File: src/sv/lfu_pkg.sv
package lfu_pkg;

   localparam int KEY_W    = 32;
   localparam int DATA_W   = 32;
   localparam int USE_W    = 32;
   localparam int STAMP_W  = 48;
   localparam int STATUS_W = 3;
   localparam int CAP_W    = 5;

   localparam logic [CAP_W-1:0] CAP_RESET = 5'd16;

   // Response status codes
   localparam logic [STATUS_W-1:0] STATUS_GET_HIT     = 3'd0;
   localparam logic [STATUS_W-1:0] STATUS_GET_MISS    = 3'd1;
   localparam logic [STATUS_W-1:0] STATUS_PUT_UPDATED = 3'd2;
   localparam logic [STATUS_W-1:0] STATUS_PUT_FREE    = 3'd3;
   localparam logic [STATUS_W-1:0] STATUS_PUT_EVICT   = 3'd4;
   localparam logic [STATUS_W-1:0] STATUS_PUT_IGNORED = 3'd5;

   // Request action codes
   localparam logic ACTION_GET = 1'b0;
   localparam logic ACTION_PUT = 1'b1;

   typedef enum logic [1:0] {
      ST_IDLE,
      ST_SCAN,
      ST_UPDATE
   } state_type;

   // Sequencer controls for the scan unit
   typedef struct packed {
      logic clear;
      logic sample;
   } scan_ctl_type;

   // Scan unit results
   typedef struct packed {
      logic hit;
      logic free;
      logic min_have;
   } scan_flags_type;

endpackage

File: src/sv/lfu_scan.sv
// Scan tracker: one slot per cycle, keep first key match, first free slot,
// and the valid slot with the lowest (use count, touch stamp) pair.
module lfu_scan #(
   parameter int IDX_W = 4
) (
   input  logic                                clock,
   input  logic                                reset,
   input  lfu_pkg::scan_ctl_type               ctl,
   input  logic [IDX_W-1:0]                    samp_idx,
   input  logic                                samp_vld,
   input  logic [lfu_pkg::KEY_W-1:0]           samp_key,
   input  logic [lfu_pkg::DATA_W-1:0]          samp_data,
   input  logic [lfu_pkg::USE_W-1:0]           samp_cnt,
   input  logic [lfu_pkg::STAMP_W-1:0]         samp_touch,
   input  logic [lfu_pkg::KEY_W-1:0]           want_key,
   output lfu_pkg::scan_flags_type             flags,
   output logic [IDX_W-1:0]                    hit_idx,
   output logic [lfu_pkg::DATA_W-1:0]          hit_data,
   output logic [lfu_pkg::USE_W-1:0]           hit_cnt,
   output logic [IDX_W-1:0]                    free_idx,
   output logic [IDX_W-1:0]                    min_idx,
   output logic [lfu_pkg::KEY_W-1:0]           min_key
);

   lfu_pkg::scan_flags_type              flags_ff;
   logic [IDX_W-1:0]                     hit_idx_ff;
   logic [lfu_pkg::DATA_W-1:0]           hit_data_ff;
   logic [lfu_pkg::USE_W-1:0]            hit_cnt_ff;
   logic [IDX_W-1:0]                     free_idx_ff;
   logic [IDX_W-1:0]                     min_idx_ff;
   logic [lfu_pkg::KEY_W-1:0]            min_key_ff;
   logic [lfu_pkg::USE_W-1:0]            min_cnt_ff;
   logic [lfu_pkg::STAMP_W-1:0]          min_touch_ff;

   logic take_hit;
   logic take_free;
   logic take_min;
   logic older;

   // Shared comparator: count first, touch stamp breaks the tie
   assign older = {samp_cnt, samp_touch} < {min_cnt_ff, min_touch_ff};

   assign take_hit  = ctl.sample && samp_vld && !flags_ff.hit && (samp_key == want_key);
   assign take_free = ctl.sample && !samp_vld && !flags_ff.free;
   assign take_min  = ctl.sample && samp_vld && (!flags_ff.min_have || older);

   always_ff @(posedge clock) begin
      if (reset || ctl.clear) begin
         flags_ff <= '0;
      end else begin
         if (take_hit)  flags_ff.hit      <= 1'b1;
         if (take_free) flags_ff.free     <= 1'b1;
         if (take_min)  flags_ff.min_have <= 1'b1;
      end
   end

   always_ff @(posedge clock) begin
      if (take_hit) begin
         hit_idx_ff  <= samp_idx;
         hit_data_ff <= samp_data;
         hit_cnt_ff  <= samp_cnt;
      end
      if (take_free) begin
         free_idx_ff <= samp_idx;
      end
      if (take_min) begin
         min_idx_ff   <= samp_idx;
         min_key_ff   <= samp_key;
         min_cnt_ff   <= samp_cnt;
         min_touch_ff <= samp_touch;
      end
   end

   assign flags    = flags_ff;
   assign hit_idx  = hit_idx_ff;
   assign hit_data = hit_data_ff;
   assign hit_cnt  = hit_cnt_ff;
   assign free_idx = free_idx_ff;
   assign min_idx  = min_idx_ff;
   assign min_key  = min_key_ff;

endmodule

File: src/sv/lfu_cache_table_unit.sv
// Channel   Direction  Handshake               Word
// req       in         req_valid / req_stall   action, key, value
// rsp       out        rsp_valid / rsp_stall   status, read_value, evicted_key
// csr       in         csr_wr_en               capacity (5 bits)
//
// Sequence: a word is scanned over n slots, n = min(capacity, ENTRIES), and then
//   answered; the next word is taken only after the previous one is answered.
//   The scan reads one slot a cycle through a single shared compare unit.
// Reset: synchronous; clears slot valid bits and touch clock, sets capacity to 16.
// Stalls: the response register holds a word while rsp_stall is high; a new
//   request is accepted meanwhile and waits in its update step for the slot.
module lfu_cache_table_unit #(
   parameter int ENTRIES = 16
) (
   input  logic                clock,
   input  logic                reset,
   input  logic                req_valid,
   output logic                req_stall,
   input  logic                req_action,
   input  logic signed [31:0]  req_key,
   input  logic signed [31:0]  req_value,
   output logic                rsp_valid,
   input  logic                rsp_stall,
   output logic [2:0]          rsp_status,
   output logic signed [31:0]  rsp_read_value,
   output logic signed [31:0]  rsp_evicted_key,
   input  logic                csr_wr_en,
   input  logic [4:0]          csr_wr_data
);

   localparam int IDX_W = (ENTRIES > 1) ? $clog2(ENTRIES) : 1;
   localparam int CNT_W = $clog2(ENTRIES + 1);

   // Control state
   lfu_pkg::state_type                 state_ff, state_in;
   logic [lfu_pkg::CAP_W-1:0]          capacity_ff;
   logic [CNT_W-1:0]                   n_ff;
   logic [CNT_W-1:0]                   cnt_ff, cnt_in;
   logic                               pend_ff, pend_in;
   logic [IDX_W-1:0]                   pend_idx_ff;
   logic [lfu_pkg::STAMP_W-1:0]        touch_clk_ff;
   logic [ENTRIES-1:0]                 vld_ff;
   logic                               rsp_valid_ff;

   // Request payload, latched on accept
   logic                               act_ff;
   logic [lfu_pkg::KEY_W-1:0]          key_ff;
   logic [lfu_pkg::DATA_W-1:0]         val_ff;

   // Response payload
   logic [lfu_pkg::STATUS_W-1:0]       rsp_status_ff;
   logic [lfu_pkg::DATA_W-1:0]         rsp_read_ff;
   logic [lfu_pkg::KEY_W-1:0]          rsp_evict_ff;

   // Slot memories and their registered read data
   logic [lfu_pkg::KEY_W-1:0]          key_mem   [ENTRIES];
   logic [lfu_pkg::DATA_W-1:0]         data_mem  [ENTRIES];
   logic [lfu_pkg::USE_W-1:0]          use_mem   [ENTRIES];
   logic [lfu_pkg::STAMP_W-1:0]        touch_mem [ENTRIES];
   logic [lfu_pkg::KEY_W-1:0]          rd_key_ff;
   logic [lfu_pkg::DATA_W-1:0]         rd_data_ff;
   logic [lfu_pkg::USE_W-1:0]          rd_cnt_ff;
   logic [lfu_pkg::STAMP_W-1:0]        rd_touch_ff;

   // Sequencer outputs
   logic                               accept;
   logic                               issue;
   logic                               out_load;
   lfu_pkg::scan_ctl_type              scan_ctl;
   logic [CNT_W-1:0]                   live;
   logic [IDX_W-1:0]                   rd_addr;

   // Update step
   logic [IDX_W-1:0]                   wr_idx;
   logic                               key_wr;
   logic                               data_wr;
   logic                               use_wr;
   logic                               touch_wr;
   logic [lfu_pkg::USE_W-1:0]          use_wd;
   logic [lfu_pkg::STATUS_W-1:0]       status_nx;
   logic [lfu_pkg::DATA_W-1:0]         read_nx;
   logic [lfu_pkg::KEY_W-1:0]          evict_nx;

   // Scan unit results
   lfu_pkg::scan_flags_type            flags;
   logic [IDX_W-1:0]                   hit_idx;
   logic [lfu_pkg::DATA_W-1:0]         hit_data;
   logic [lfu_pkg::USE_W-1:0]          hit_cnt;
   logic [IDX_W-1:0]                   free_idx;
   logic [IDX_W-1:0]                   min_idx;
   logic [lfu_pkg::KEY_W-1:0]          min_key;

   // Clamp capacity to the slot count
   assign live = (32'(capacity_ff) > 32'(ENTRIES)) ? CNT_W'(ENTRIES) : CNT_W'(capacity_ff);

   assign req_stall = (state_ff != lfu_pkg::ST_IDLE);
   assign accept    = req_valid && !req_stall;
   assign rd_addr   = cnt_ff[IDX_W-1:0];

   // Sequencer: accept, scan one slot per cycle, then update and respond
   always_comb begin
      state_in  = state_ff;
      cnt_in    = cnt_ff;
      pend_in   = 1'b0;
      issue     = 1'b0;
      out_load  = 1'b0;
      scan_ctl  = '0;
      wr_idx    = hit_idx;
      key_wr    = 1'b0;
      data_wr   = 1'b0;
      use_wr    = 1'b0;
      touch_wr  = 1'b0;
      use_wd    = '0;
      status_nx = lfu_pkg::STATUS_GET_MISS;
      read_nx   = '0;
      evict_nx  = '0;

      // Work out the update from the scan results
      if (act_ff == lfu_pkg::ACTION_GET) begin
         if (flags.hit) begin
            status_nx = lfu_pkg::STATUS_GET_HIT;
            read_nx   = hit_data;
            use_wr    = 1'b1;
            touch_wr  = 1'b1;
         end
      end else if (n_ff == '0) begin
         status_nx = lfu_pkg::STATUS_PUT_IGNORED;
      end else if (flags.hit) begin
         status_nx = lfu_pkg::STATUS_PUT_UPDATED;
         data_wr   = 1'b1;
         use_wr    = 1'b1;
         touch_wr  = 1'b1;
      end else begin
         key_wr   = 1'b1;
         data_wr  = 1'b1;
         use_wr   = 1'b1;
         touch_wr = 1'b1;
         if (flags.free) begin
            status_nx = lfu_pkg::STATUS_PUT_FREE;
            wr_idx    = free_idx;
         end else begin
            status_nx = lfu_pkg::STATUS_PUT_EVICT;
            wr_idx    = min_idx;
            evict_nx  = min_key;
         end
      end

      // Saturate the count on a bump; a fresh entry starts at one
      if (flags.hit) begin
         use_wd = (hit_cnt == '1) ? hit_cnt : hit_cnt + lfu_pkg::USE_W'(1);
      end else begin
         use_wd = lfu_pkg::USE_W'(1);
      end

      unique case (state_ff)
         lfu_pkg::ST_IDLE: begin
            if (accept) begin
               scan_ctl.clear = 1'b1;
               cnt_in         = '0;
               state_in       = lfu_pkg::ST_SCAN;
            end
         end
         lfu_pkg::ST_SCAN: begin
            issue           = (cnt_ff < n_ff);
            pend_in         = issue;
            scan_ctl.sample = pend_ff;
            if (issue) begin
               cnt_in = cnt_ff + CNT_W'(1);
            end else if (!pend_ff) begin
               state_in = lfu_pkg::ST_UPDATE;
            end
         end
         lfu_pkg::ST_UPDATE: begin
            // Hold until the response register is free
            if (!(rsp_valid_ff && rsp_stall)) begin
               out_load = 1'b1;
               state_in = lfu_pkg::ST_IDLE;
            end
         end
         default: begin
            state_in = lfu_pkg::ST_IDLE;
         end
      endcase

      // Drop all writes unless the update commits this cycle
      if (!out_load) begin
         key_wr   = 1'b0;
         data_wr  = 1'b0;
         use_wr   = 1'b0;
         touch_wr = 1'b0;
      end
   end

   always_ff @(posedge clock) begin
      if (reset) begin
         state_ff     <= lfu_pkg::ST_IDLE;
         capacity_ff  <= lfu_pkg::CAP_RESET;
         cnt_ff       <= '0;
         pend_ff      <= 1'b0;
         touch_clk_ff <= '0;
         vld_ff       <= '0;
         rsp_valid_ff <= 1'b0;
      end else begin
         state_ff <= state_in;
         cnt_ff   <= cnt_in;
         pend_ff  <= pend_in;
         if (csr_wr_en) begin
            capacity_ff <= csr_wr_data;
         end
         if (touch_wr) begin
            touch_clk_ff <= touch_clk_ff + lfu_pkg::STAMP_W'(1);
         end
         if (key_wr) begin
            vld_ff[wr_idx] <= 1'b1;
         end
         if (out_load) begin
            rsp_valid_ff <= 1'b1;
         end else if (!rsp_stall) begin
            rsp_valid_ff <= 1'b0;
         end
      end
   end

   // Payload registers
   always_ff @(posedge clock) begin
      if (accept) begin
         act_ff <= req_action;
         key_ff <= req_key;
         val_ff <= req_value;
         n_ff   <= live;
      end
      if (issue) begin
         pend_idx_ff <= rd_addr;
      end
      if (out_load) begin
         rsp_status_ff <= status_nx;
         rsp_read_ff   <= read_nx;
         rsp_evict_ff  <= evict_nx;
      end
   end

   // Slot memories: one write at wr_idx, one registered read at rd_addr
   always_ff @(posedge clock) begin
      if (key_wr)   key_mem[wr_idx]   <= key_ff;
      if (data_wr)  data_mem[wr_idx]  <= val_ff;
      if (use_wr)   use_mem[wr_idx]   <= use_wd;
      if (touch_wr) touch_mem[wr_idx] <= touch_clk_ff;
      if (issue) begin
         rd_key_ff   <= key_mem[rd_addr];
         rd_data_ff  <= data_mem[rd_addr];
         rd_cnt_ff   <= use_mem[rd_addr];
         rd_touch_ff <= touch_mem[rd_addr];
      end
   end

   lfu_scan #(
      .IDX_W (IDX_W)
   ) u_scan (
      .clock      (clock),
      .reset      (reset),
      .ctl        (scan_ctl),
      .samp_idx   (pend_idx_ff),
      .samp_vld   (vld_ff[pend_idx_ff]),
      .samp_key   (rd_key_ff),
      .samp_data  (rd_data_ff),
      .samp_cnt   (rd_cnt_ff),
      .samp_touch (rd_touch_ff),
      .want_key   (key_ff),
      .flags      (flags),
      .hit_idx    (hit_idx),
      .hit_data   (hit_data),
      .hit_cnt    (hit_cnt),
      .free_idx   (free_idx),
      .min_idx    (min_idx),
      .min_key    (min_key)
   );

   assign rsp_valid       = rsp_valid_ff;
   assign rsp_status      = rsp_status_ff;
   assign rsp_read_value  = rsp_read_ff;
   assign rsp_evicted_key = rsp_evict_ff;

   // A response word appears only out of the update step
   a_rsp_from_update: assert property (@(posedge clock) disable iff (reset)
      $rose(rsp_valid_ff) |-> $past(state_ff) == lfu_pkg::ST_UPDATE)
      else $error("response raised outside update step");

   // The touch clock advances by at most one per cycle
   a_touch_step: assert property (@(posedge clock) disable iff (reset)
      1'b1 |=> (touch_clk_ff == $past(touch_clk_ff)) ||
               (touch_clk_ff == $past(touch_clk_ff) + lfu_pkg::STAMP_W'(1)))
      else $error("touch clock jumped");

   // An eviction always has a victim from the scan
   a_victim_found: assert property (@(posedge clock) disable iff (reset)
      (out_load && status_nx == lfu_pkg::STATUS_PUT_EVICT) |-> flags.min_have)
      else $error("eviction without a scanned victim");

   // Slot memories change only in the update step
   a_write_in_update: assert property (@(posedge clock) disable iff (reset)
      (key_wr || data_wr || use_wr || touch_wr) |-> state_ff == lfu_pkg::ST_UPDATE)
      else $error("slot write outside update step");

   // No read is issued past the live slot count
   a_scan_bound: assert property (@(posedge clock) disable iff (reset)
      issue |-> (state_ff == lfu_pkg::ST_SCAN) && (cnt_ff < n_ff))
      else $error("scan read beyond live slots");

endmodule
File: config.mk
export PLATFORM = sky130hd
export DESIGN_NAME = lfu_cache_table_unit
export DESIGN_NICKNAME = d
export VERILOG_FILES = /design/src/sv/lfu_pkg.sv /design/src/sv/lfu_scan.sv /design/src/sv/lfu_cache_table_unit.sv
export SDC_FILE = /design/constraint.sdc
export NUM_CORES = 2
export LEC_CHECK = 0
export BUFFER_PORTS_ARGS = -buffer_cell sky130_fd_sc_hd__buf_2
export CAP_MARGIN = 20
export CORE_MARGIN = 3
export CORE_UTILIZATION = 30
export CTS_CLUSTER_DIAMETER = 30
export DETAILED_ROUTE_END_ITERATION = 7
export PLACE_DENSITY_LB_ADDON = 0.25
export REMOVE_ABC_BUFFERS = 1
export SYNTH_ARGS = -nofsm -noshare
export SYNTH_HDL_FRONTEND = slang
export SYNTH_SLANG_ARGS = --single-unit
File: constraint.sdc
create_clock -name clock -period 16 [get_ports clock]
set_input_delay 0 -clock clock [delete_from_list [all_inputs] [get_ports clock]]
set_output_delay 0 -clock clock [all_outputs]
set_load 0.1 [all_outputs]
==> flow_summary.ini <==
[detailed_routing]
viasPerCell = 4.764
firstDrtPassIters = 5
routed_wl_mm = 267.7
wl_per_cell_um = 24.77
vias = 51490
ant_nets = 0
drt_iter0_drc = 4167
drc_errors = 0

[timing]
period_share_pct = 31.40
drv_slew = 0
grt_setup_unrepaired = no
skew_ns = 0.06024
fin_setup_tns_ns = 0
worst_pin_slew_ns = 1.157
finalSetupViolCount = 0
hold_viol = 0
min_period_ns = 5.025
slew_headroom_pct = 22.89
max_freq_mhz = 199.0

[global_routing]
overflow = 0
grt_use_total_pct = 14.43
grt_max_degree = 118
grt_antenna_before_repair = 16
grt_pass1_wl_mm = 388.2
grt_pass1_vias = 55300

[die]
rows = 219
initial_core_util_pct = 30.23
die_area_um2 = 367000
io_pins = 144
die_x_um = 605.8
core_area_um2 = 357000
dieHeight_um = 605.8

[pwr]
cellPowerDensity_nw_per_um2 = 155.3
power.ir.vdd_worst_mv = 0.1049
leakage_nw = 46.28

[layout]
nets = 5710
post-route-util_pct = 38.57
design_area_um2 = 137700
fill_cells = 31680
drive_gt1_share_pct = 33.21
layout-area-overhead-vs-synth_pct = 27.58

[setup_path]
crit_required_ns = 16.58
critPathArrivalTime_ns = 5.61
cp_max_fo = 48
critical_path_class = reg2reg
start_kind = flop
cp-end-kind = flop

[clock_network]
clkSinkCount = 2858
htree_levels = 6
clock_path_buffers = 4
insertion_delay_ns = 0.99
numCtsBuffers = 609
ctsResizeCount = 0
root_buffer = clkbuf_16
cts_tree = built
clkTransAtPathRegs_ns = 0.04

[synth]
syn_avg_cell_area_um2 = 22.93
ys_types = 55
async_flop_share_pct = 0
synth_cells = 4708
ys_ff_latch = 2858
ys_warn_count = 0
syn_area_um2 = 107900
synth-main-ff-cell = edfxtp_1
yosysSeqAreaShare_pct = 78.76
synth_edf_count = 2777

[placed_design]
io_buffer_count = 143
dp_hpwl_mm = 132.7
dpl_cell_area_um2 = 115200
place.gp.congestion = 0.7287

[hold_path]
hold_class = in2reg

[flow_run]
max-cap-violations = 0

[outcome]
status = complete, no violations
[layout make-up]
class                      instances  area, um2  share of cell area (%)
sequential                      2858      85030                   61.75
multi-input combinational       1557      22180                   16.11
clock buffer                     700      15760                   11.44
tap                             4751       5944                   4.317
clock inverter                   414       5055                   3.671
timing repair buffer             423       3337                   2.423
inverter                         100      385.4                  0.2799
antenna                            6      15.01                 0.01090
[repair_timing]
item	in CTS	in global routing
hold buffers	156	0
setup endpoints to repair	0	0
buffers inserted	0	0
hold endpoints to repair	178	0
[Yosys cell counts, types with 3 or more instances]
| cell type | n | area share, % |
|---|---|---|
| buf_1 | 30 | 0.10 |
| nor4_1 | 5 | 0.029 |
| mux2_2 | 5 | 0.052 |
| xnor2_1 | 39 | 0.32 |
| a211oi_1 | 5 | 0.035 |
| nor2b_1 | 9 | 0.052 |
| buf_2 | 29 | 0.13 |
| o21ai_0 | 35 | 0.16 |
| and3_1 | 9 | 0.052 |
| o21a_1 | 3 | 0.021 |
| nor2_1 | 173 | 0.60 |
| a21oi_1 | 67 | 0.31 |
| and2_1 | 78 | 0.45 |
| or2_2 | 3 | 0.017 |
| mux2i_1 | 10 | 0.093 |
| dfxtp_1 | 81 | 1.5 |
| a221oi_1 | 4 | 0.032 |
| ha_1 | 86 | 1.0 |
| edfxtp_1 | 2777 | 77 |
| nor3_1 | 12 | 0.056 |
| nor4_2 | 4 | 0.046 |
| xor2_1 | 56 | 0.45 |
| nand3_1 | 28 | 0.13 |
| nand4_1 | 51 | 0.30 |
| inv_1 | 99 | 0.34 |
| nand2b_1 | 6 | 0.035 |
| nand2_1 | 76 | 0.26 |
| clkbuf_1 | 133 | 0.46 |
| a21o_1 | 10 | 0.070 |
| a221o_1 | 3 | 0.028 |
| or3_1 | 20 | 0.12 |
| and4_1 | 11 | 0.089 |
| mux4_2 | 725 | 15 |
[stage by stage]
step	setup slack, ns	total power [mW]	hold WS (ns)	std cells
floorplan	-10.44	9.177	0.06907	4515
global placement	10.48	9.080	0.1792	9522
detailed placement	10.82	9.088	0.1786	9525
CTS	10.79	21.63	0.1160	10800
global route	10.59	22.08	0.1554	10810
finish	10.98	21.38	0.2017	10810
[path summary, 6_finish.rpt]
path | from | end | slack, ns | cells after the start
max | rd_touch_ff[11]$_DFFE_PP_ | u_scan.min_key[22]$_DFFE_PP_ | 10.98 | 11
min | rsp_stall | rsp_valid$_SDFFE_PP0P_ | 0.20 | 4
max reg2reg | rd_touch_ff[11]$_DFFE_PP_ | u_scan.min_key[22]$_DFFE_PP_ | 10.98 | 11
min reg2reg | rd_data_ff[30]$_DFFE_PP_ | u_scan.hit_data[30]$_DFFE_PP_ | 0.41 | 0
[layout by cell type, fill, tap and decap left out, types with 20 or more instances in the layout]
cell	instances
o21ai_0	35
dfxtp_1	77
clkinv_4	27
edfxtp_1	2777
clkinv_2	81
clkinvlp_4	53
nand4_1	51
nor2_4	50
or3_1	20
a21oi_1	67
inv_1	97
nor2_1	122
and2_1	78
clkbuf_1	80
bufinv_16	72
clkinv_16	27
clkbuf_16	615
nand2_1	76
clkinv_1	103
nand3_1	28
xnor2_1	39
buf_4	112
xor2_1	56
ha_1	86
dlygate4sd3_1	156
mux4_2	725
buf_2	142
inv_6	27
[state kept, by name, indices dropped and copies added, names as in the netlist, 48 cells and up]
name and flops:
touch_mem 768, key_mem 512, data_mem 512, u_scan.min_touch_ff 48
use_mem 512, rd_touch_ff 48, touch_clk_ff 48
[power breakdown]
part	internal, mW	leakage [nW]	total, mW	switching [mW]
Clock	8.28	9.95	12.4	4.14
Sequential	8.29	28.1	8.39	0.0978
Combinational	0.255	8.25	0.583	0.328
[routing by layer]
metal  track usage, %  routed length, um
met1            19.20             115100
met2            23.92             132400
met3            2.673              13300
met4            4.562               6945
met5                0                 13
[worst max-delay path: stages (launching register included)]
cell and delay [ns]:
edfxtp_1 0.41, ha_1 0.33, a21oi_1 0.16, o21ai_0 0.16, a2111oi_0 0.42, o41ai_1 0.14
o2111ai_1 0.43, a21oi_1 0.35, a211oi_4 0.28, buf_4 0.47, buf_4 0.59, buf_4 0.79
[cell families after synthesis]
group / synth area share (%)
XOR/XNOR: 0.7709
adder cells (fa/ha/maj): 0.9969
buffers and inverters: 1.056
AND/OR/NAND/NOR: 2.326
AO/OA/AOI/OAI: 0.8184
multiplexers: 15.27
flip-flops: 78.76
Note: power is estimated with default switching activity, not from simulation.
